===== config.mk =====
export PLATFORM = sky130hd
export DESIGN_NAME = bpa_ctrl
export DESIGN_NICKNAME = d
export VERILOG_FILES = /design/src/design/bpa_pkg.sv /design/src/design/bpa_ctrl.sv
export SDC_FILE = /design/constraint.sdc
export NUM_CORES = 1
export LEC_CHECK = 0
export ABC_AREA = 1
export BUFFER_PORTS_ARGS = -buffer_cell sky130_fd_sc_hd__buf_2
export CORE_AREA = 2 2 39 41
export CTS_CLUSTER_DIAMETER = 120
export DETAILED_ROUTE_END_ITERATION = 8
export DIE_AREA = 0 0 41 43
export HOLD_SLACK_MARGIN = 0.02
export PLACE_DENSITY = 0.63
export SYNTH_ARGS = -nofsm -noshare
export SYNTH_HDL_FRONTEND = slang
export SYNTH_SLANG_ARGS = --single-unit

===== constraint.sdc =====
create_clock -name clk -period 2.52 [get_ports clk]
set_input_delay 0.126 -clock clk [delete_from_list [all_inputs] [get_ports clk]]
set_output_delay 0.126 -clock clk [all_outputs]
set_load 0.01 [all_outputs]

===== src/design/bpa_pkg.sv =====
package bpa_pkg;

  localparam int MAX_PAGES = 16384;
  localparam int CAP_LG    = $clog2(MAX_PAGES + 1) - 1;
  localparam int POOL_MAX  = 1 << CAP_LG;
  localparam int NODES     = 2 * POOL_MAX - 1;
  localparam int NODE_AW   = $clog2(NODES);
  localparam int VAL_W     = CAP_LG + 1;

  localparam int OP_W    = 2;
  localparam int COUNT_W = 15;
  localparam int OFFS_W  = 14;
  localparam int FREE_W  = 15;
  localparam int CFG_W   = 20;
  localparam int LG_W    = $clog2(COUNT_W + 1);
  localparam int SZ_W    = 17;

  localparam logic [CFG_W-1:0] POOL_PAGES_RST = CFG_W'(16384);

  typedef enum logic [OP_W-1:0] {
    OP_ALLOC   = 2'd0,
    OP_FREE    = 2'd1,
    OP_REBUILD = 2'd2,
    OP_NONE    = 2'd3
  } op_t;

  typedef struct packed {
    logic load;
    logic rb_init;
    logic fill;
    logic rd_root;
    logic down_first;
    logic down_step;
    logic free_init;
    logic leaf;
    logic up;
    logic finish;
  } cmd_t;

  typedef struct packed {
    op_t  op;
    logic bad;
    logic rb_empty;
    logic root_ok;
    logic zero_steps;
    logic last_down;
    logic fill_last;
    logic at_root;
    logic par_root;
  } stat_t;

  function automatic logic [LG_W-1:0] ceil_lg(input logic [COUNT_W-1:0] x);
    logic [LG_W-1:0] r;
    r = '0;
    for (int i = 0; i < COUNT_W; i++) begin
      if (SZ_W'(x) > (SZ_W'(1) << i)) r = LG_W'(i + 1);
    end
    return r;
  endfunction

endpackage


===== src/design/bpa_ctrl.sv =====
module bpa_ctrl import bpa_pkg::*; (
  input  logic  clk,
  input  logic  rst_n,
  input  logic  in_valid,
  output logic  in_stall,
  output logic  out_valid,
  input  logic  out_stall,
  input  stat_t stat,
  output cmd_t  cmd
);

  typedef enum logic [2:0] {
    S_IDLE, S_DECODE, S_FILL, S_ROOT_CHK, S_DOWN, S_LEAF, S_UP, S_FINISH
  } state_t;

  state_t state_r, state_nxt;
  logic   out_valid_r, out_valid_nxt;

  assign in_stall  = (state_r != S_IDLE);
  assign out_valid = out_valid_r;

  always_comb begin
    state_nxt     = state_r;
    cmd           = '0;
    out_valid_nxt = out_valid_r && out_stall;
    case (state_r)
      S_IDLE: begin
        if (in_valid) begin
          cmd.load  = 1'b1;
          state_nxt = S_DECODE;
        end
      end
      S_DECODE: begin
        case (stat.op)
          OP_REBUILD: begin
            cmd.rb_init = 1'b1;
            state_nxt   = stat.rb_empty ? S_FINISH : S_FILL;
          end
          OP_ALLOC: begin
            if (stat.bad) begin
              state_nxt = S_FINISH;
            end else begin
              cmd.rd_root = 1'b1;
              state_nxt   = S_ROOT_CHK;
            end
          end
          OP_FREE: begin
            if (stat.bad) begin
              state_nxt = S_FINISH;
            end else begin
              cmd.free_init = 1'b1;
              state_nxt     = S_LEAF;
            end
          end
          default: state_nxt = S_FINISH;
        endcase
      end
      S_FILL: begin
        cmd.fill = 1'b1;
        if (stat.fill_last) state_nxt = S_FINISH;
      end
      S_ROOT_CHK: begin
        if (!stat.root_ok) begin
          state_nxt = S_FINISH;
        end else if (stat.zero_steps) begin
          state_nxt = S_LEAF;
        end else begin
          cmd.down_first = 1'b1;
          state_nxt      = S_DOWN;
        end
      end
      S_DOWN: begin
        cmd.down_step = 1'b1;
        if (stat.last_down) state_nxt = S_LEAF;
      end
      S_LEAF: begin
        cmd.leaf  = 1'b1;
        state_nxt = stat.at_root ? S_FINISH : S_UP;
      end
      S_UP: begin
        cmd.up = 1'b1;
        if (stat.par_root) state_nxt = S_FINISH;
      end
      S_FINISH: begin
        if (!out_valid_r || !out_stall) begin
          cmd.finish    = 1'b1;
          out_valid_nxt = 1'b1;
          state_nxt     = S_IDLE;
        end
      end
      default: state_nxt = S_IDLE;
    endcase
  end

  always_ff @(posedge clk) begin
    if (!rst_n) begin
      state_r     <= S_IDLE;
      out_valid_r <= 1'b0;
    end else begin
      state_r     <= state_nxt;
      out_valid_r <= out_valid_nxt;
    end
  end

  a_accept_decode: assert property (@(posedge clk) disable iff (!rst_n)
    in_valid && !in_stall |=> state_r == S_DECODE)
    else $error("accepted word did not enter decode");

  a_up_not_root: assert property (@(posedge clk) disable iff (!rst_n)
    state_r == S_UP |-> !stat.at_root)
    else $error("merge walk above the root");

  a_down_steps: assert property (@(posedge clk) disable iff (!rst_n)
    state_r == S_DOWN |-> !stat.zero_steps)
    else $error("descent without levels left");

  a_out_from_finish: assert property (@(posedge clk) disable iff (!rst_n)
    $rose(out_valid_r) |-> $past(state_r == S_FINISH))
    else $error("result word raised outside finish");

endmodule


==> metrics.txt <==
largest net degree at the start of global routing=12; Max Cap Viol=0; Clock transition at path regs=0.04 ns; worst path required time=2.39 ns; Hold Path Class=in -> reg; R2R depth=9; CTS Buffer Depth=2; max_slew headroom=a little under three quarters; Diodes inserted=0; vias in the first global route=between 400 and 500; die footprint=1763 µm²; Site Rows=14; Sw Pwr=around 0.00029 W; post-synth cell types=18; PD cells=942.7 nW/µm²; Power Total=between 0.0005 and 0.0006 W; hold depth=3; total global-route track usage=14.54%; Post-Syn Instances=81; via count=~560; HPWL after DPL=965.6 µm; drt total wl=1.195 mm; final core occ=42.31%; Max Slew Vio Count=0; DRT iter0 DRCs=6; sequential element share of the synthesized area=18.34%; number of top-level pins=26; setup TNS=0 ns; VDD IR max=255.8 µV; Clock Latency Late Sink=about 0.23 ns; commonest non-fill, non-tap cells in the layout=buf_2 (25), nor2_1 (18), nand2_1 (18); number of routed nets with antenna violations=0; synthesis-stage register bit count=4; fin area=585.6 µm²; WS Path Type=reg -> out; final hold viol count=0; status=complete, no violations; Wirelength per Cell=9.715 µm; share of layout cells above drive strength 1=36.45%; Layout Area Growth over Synthesis=34.10%; most common cell after layout, fill and taps aside=buf_2; final setup violation count=0; Initial Util=31.56%; Die Span Y=43 µm; Pre-Repair DR Iteration Count=4; nets=123; Syn Std Cell Area=~440 µm²; Placed Area=around 560 µm²; Synth warnings=0; Critical Path Fanout Max=11; clock share of power=14.3%; Synth Net Count=95; cts hold-fix bufs=0; GP Congestion=0.7699; final period demand of the worst path=1.563 ns; Pleak=0.3601 nW; Worst Max-Slew Pin Slew=0.4341 ns; gr ovfl total=0; chip width=just over 40 µm; Comb pwr share=60.5%; Fmax=639.7 MHz; H-tree levels=1; CTS tree=done; initial antenna violation count=0; Worst Path Arrival=1.44 ns; RSZ-0062 raised after global routing=false; total CTS buffers=3; post-CTS setup repair buffer count=0; fin crit share=62.04%; P_int=about 0.00026 W; syn_area_per_cell=around 5.4 µm²; Clock Sinks=4; Seq pwr share=between 20 and 30%; core area=1384 µm²; first-pass GRT wire length=1.787 mm; Sw Ratio=52.15%; Critical Path End Type=output pin; Via density=4.520; Clock Tree Root=clkbuf_4; launching element type of the critical path=register; Remaining DRCs=0; total of cells resized after clock tree synthesis=0; Clock Skew=between 0.004 and 0.005 ns; PortBufs=25
-- power groups by stage --
stage | combinational [W] | sequential (W) | clock, W
3_3_place_gp | 0.000331 | 0.000137 | 0
2_1_floorplan | 0.000290 | 0.000103 | 0
5_1_grt | 0.000380 | 0.000145 | 0.0000861
6_report | 0.000334 | 0.000139 | 0.0000791
3_5_place_dp | 0.000333 | 0.000138 | 0
4_1_cts | 0.000335 | 0.000137 | 0.0000810
-- metrics by stage --
| stage | setup WS, ns | hold WS (ns) | instances |
|---|---|---|---|
| after floorplan | 1.419 | 0.2435 | 81 |
| after global routing | 0.8702 | 0.1737 | 123 |
| after global placement | 1.192 | 0.3951 | 120 |
| after CTS | 0.9685 | 0.1498 | 123 |
| after detailed placement | 1.075 | 0.3954 | 120 |
| final | 0.9567 | 0.1558 | 123 |
-- worst max-delay path, cell delays in order, from the launching register on --
cell and delay (ns):
dfxtp_1 0.58, inv_1 0.20, nor3_1 0.26, buf_2 0.17
-- flip-flops by register name, indices dropped and copies added, names as in the netlist --
name,cells
state_r,3
out_valid,1
-- routing by layer --
metal  track usage (%)  share of wire [%]  vias up
met2             21.88                 50        8
met4             6.000                1.4        0
met3             1.571                2.0        2
met1             20.19                 47      242
met5                 0                  0        -
li1                  -                  -      304
-- layout make-up --
type | instances | area [µm²]
Multi-Input combinational cell | 61 | 285.3
Inverter | 14 | 52.55
Sequential cell | 4 | 80.08
Clock buffer | 3 | 22.52
Fill cell | 166 | 798.3
Tap cell | 16 | 20.02
Timing Repair Buffer | 25 | 125.1
-- kinds of logic (layout without fill, tap and decap cells) --
group / Yosys count / after routing / synth area share (%)
simple gates: 57 / 57 / 59.31
buf+inv: 16 / 42 / 16.33
compound gates: 4 / 4 / 6.016
flops: 4 / 4 / 18.34
-- Yosys cell counts --
cell	n	area share [%]
nand2_1	18	15
o21ai_2	1	2.0
nor3_1	4	4.6
inv_2	2	1.7
a21oi_1	1	1.1
nand3_1	6	6.9
buf_6	1	2.6
dfxtp_1	4	18
nand4_1	2	2.9
buf_4	1	1.7
nand2_2	2	2.9
o21ai_0	1	1.1
inv_1	12	10
nor2_2	5	7.2
nand3b_1	1	1.7
nand3_2	1	2.3
nor2_1	18	15
o21a_1	1	1.7
-- path summary, 6_finish.rpt --
path | slack (ns) | endpoint | start
setup / recovery | 0.96 | cmd[0] | state_r[2]$_SDFFE_PN0P_
hold / removal | 0.16 | state_r[1]$_SDFFE_PN0P_ | rst_n
setup reg to reg | 1.03 | state_r[0]$_SDFFE_PN0P_ | state_r[2]$_SDFFE_PN0P_
hold reg to reg | 0.62 | out_valid$_SDFF_PN0_ | out_valid$_SDFF_PN0_
No activity file was read; power rests on OpenSTA's default activity.
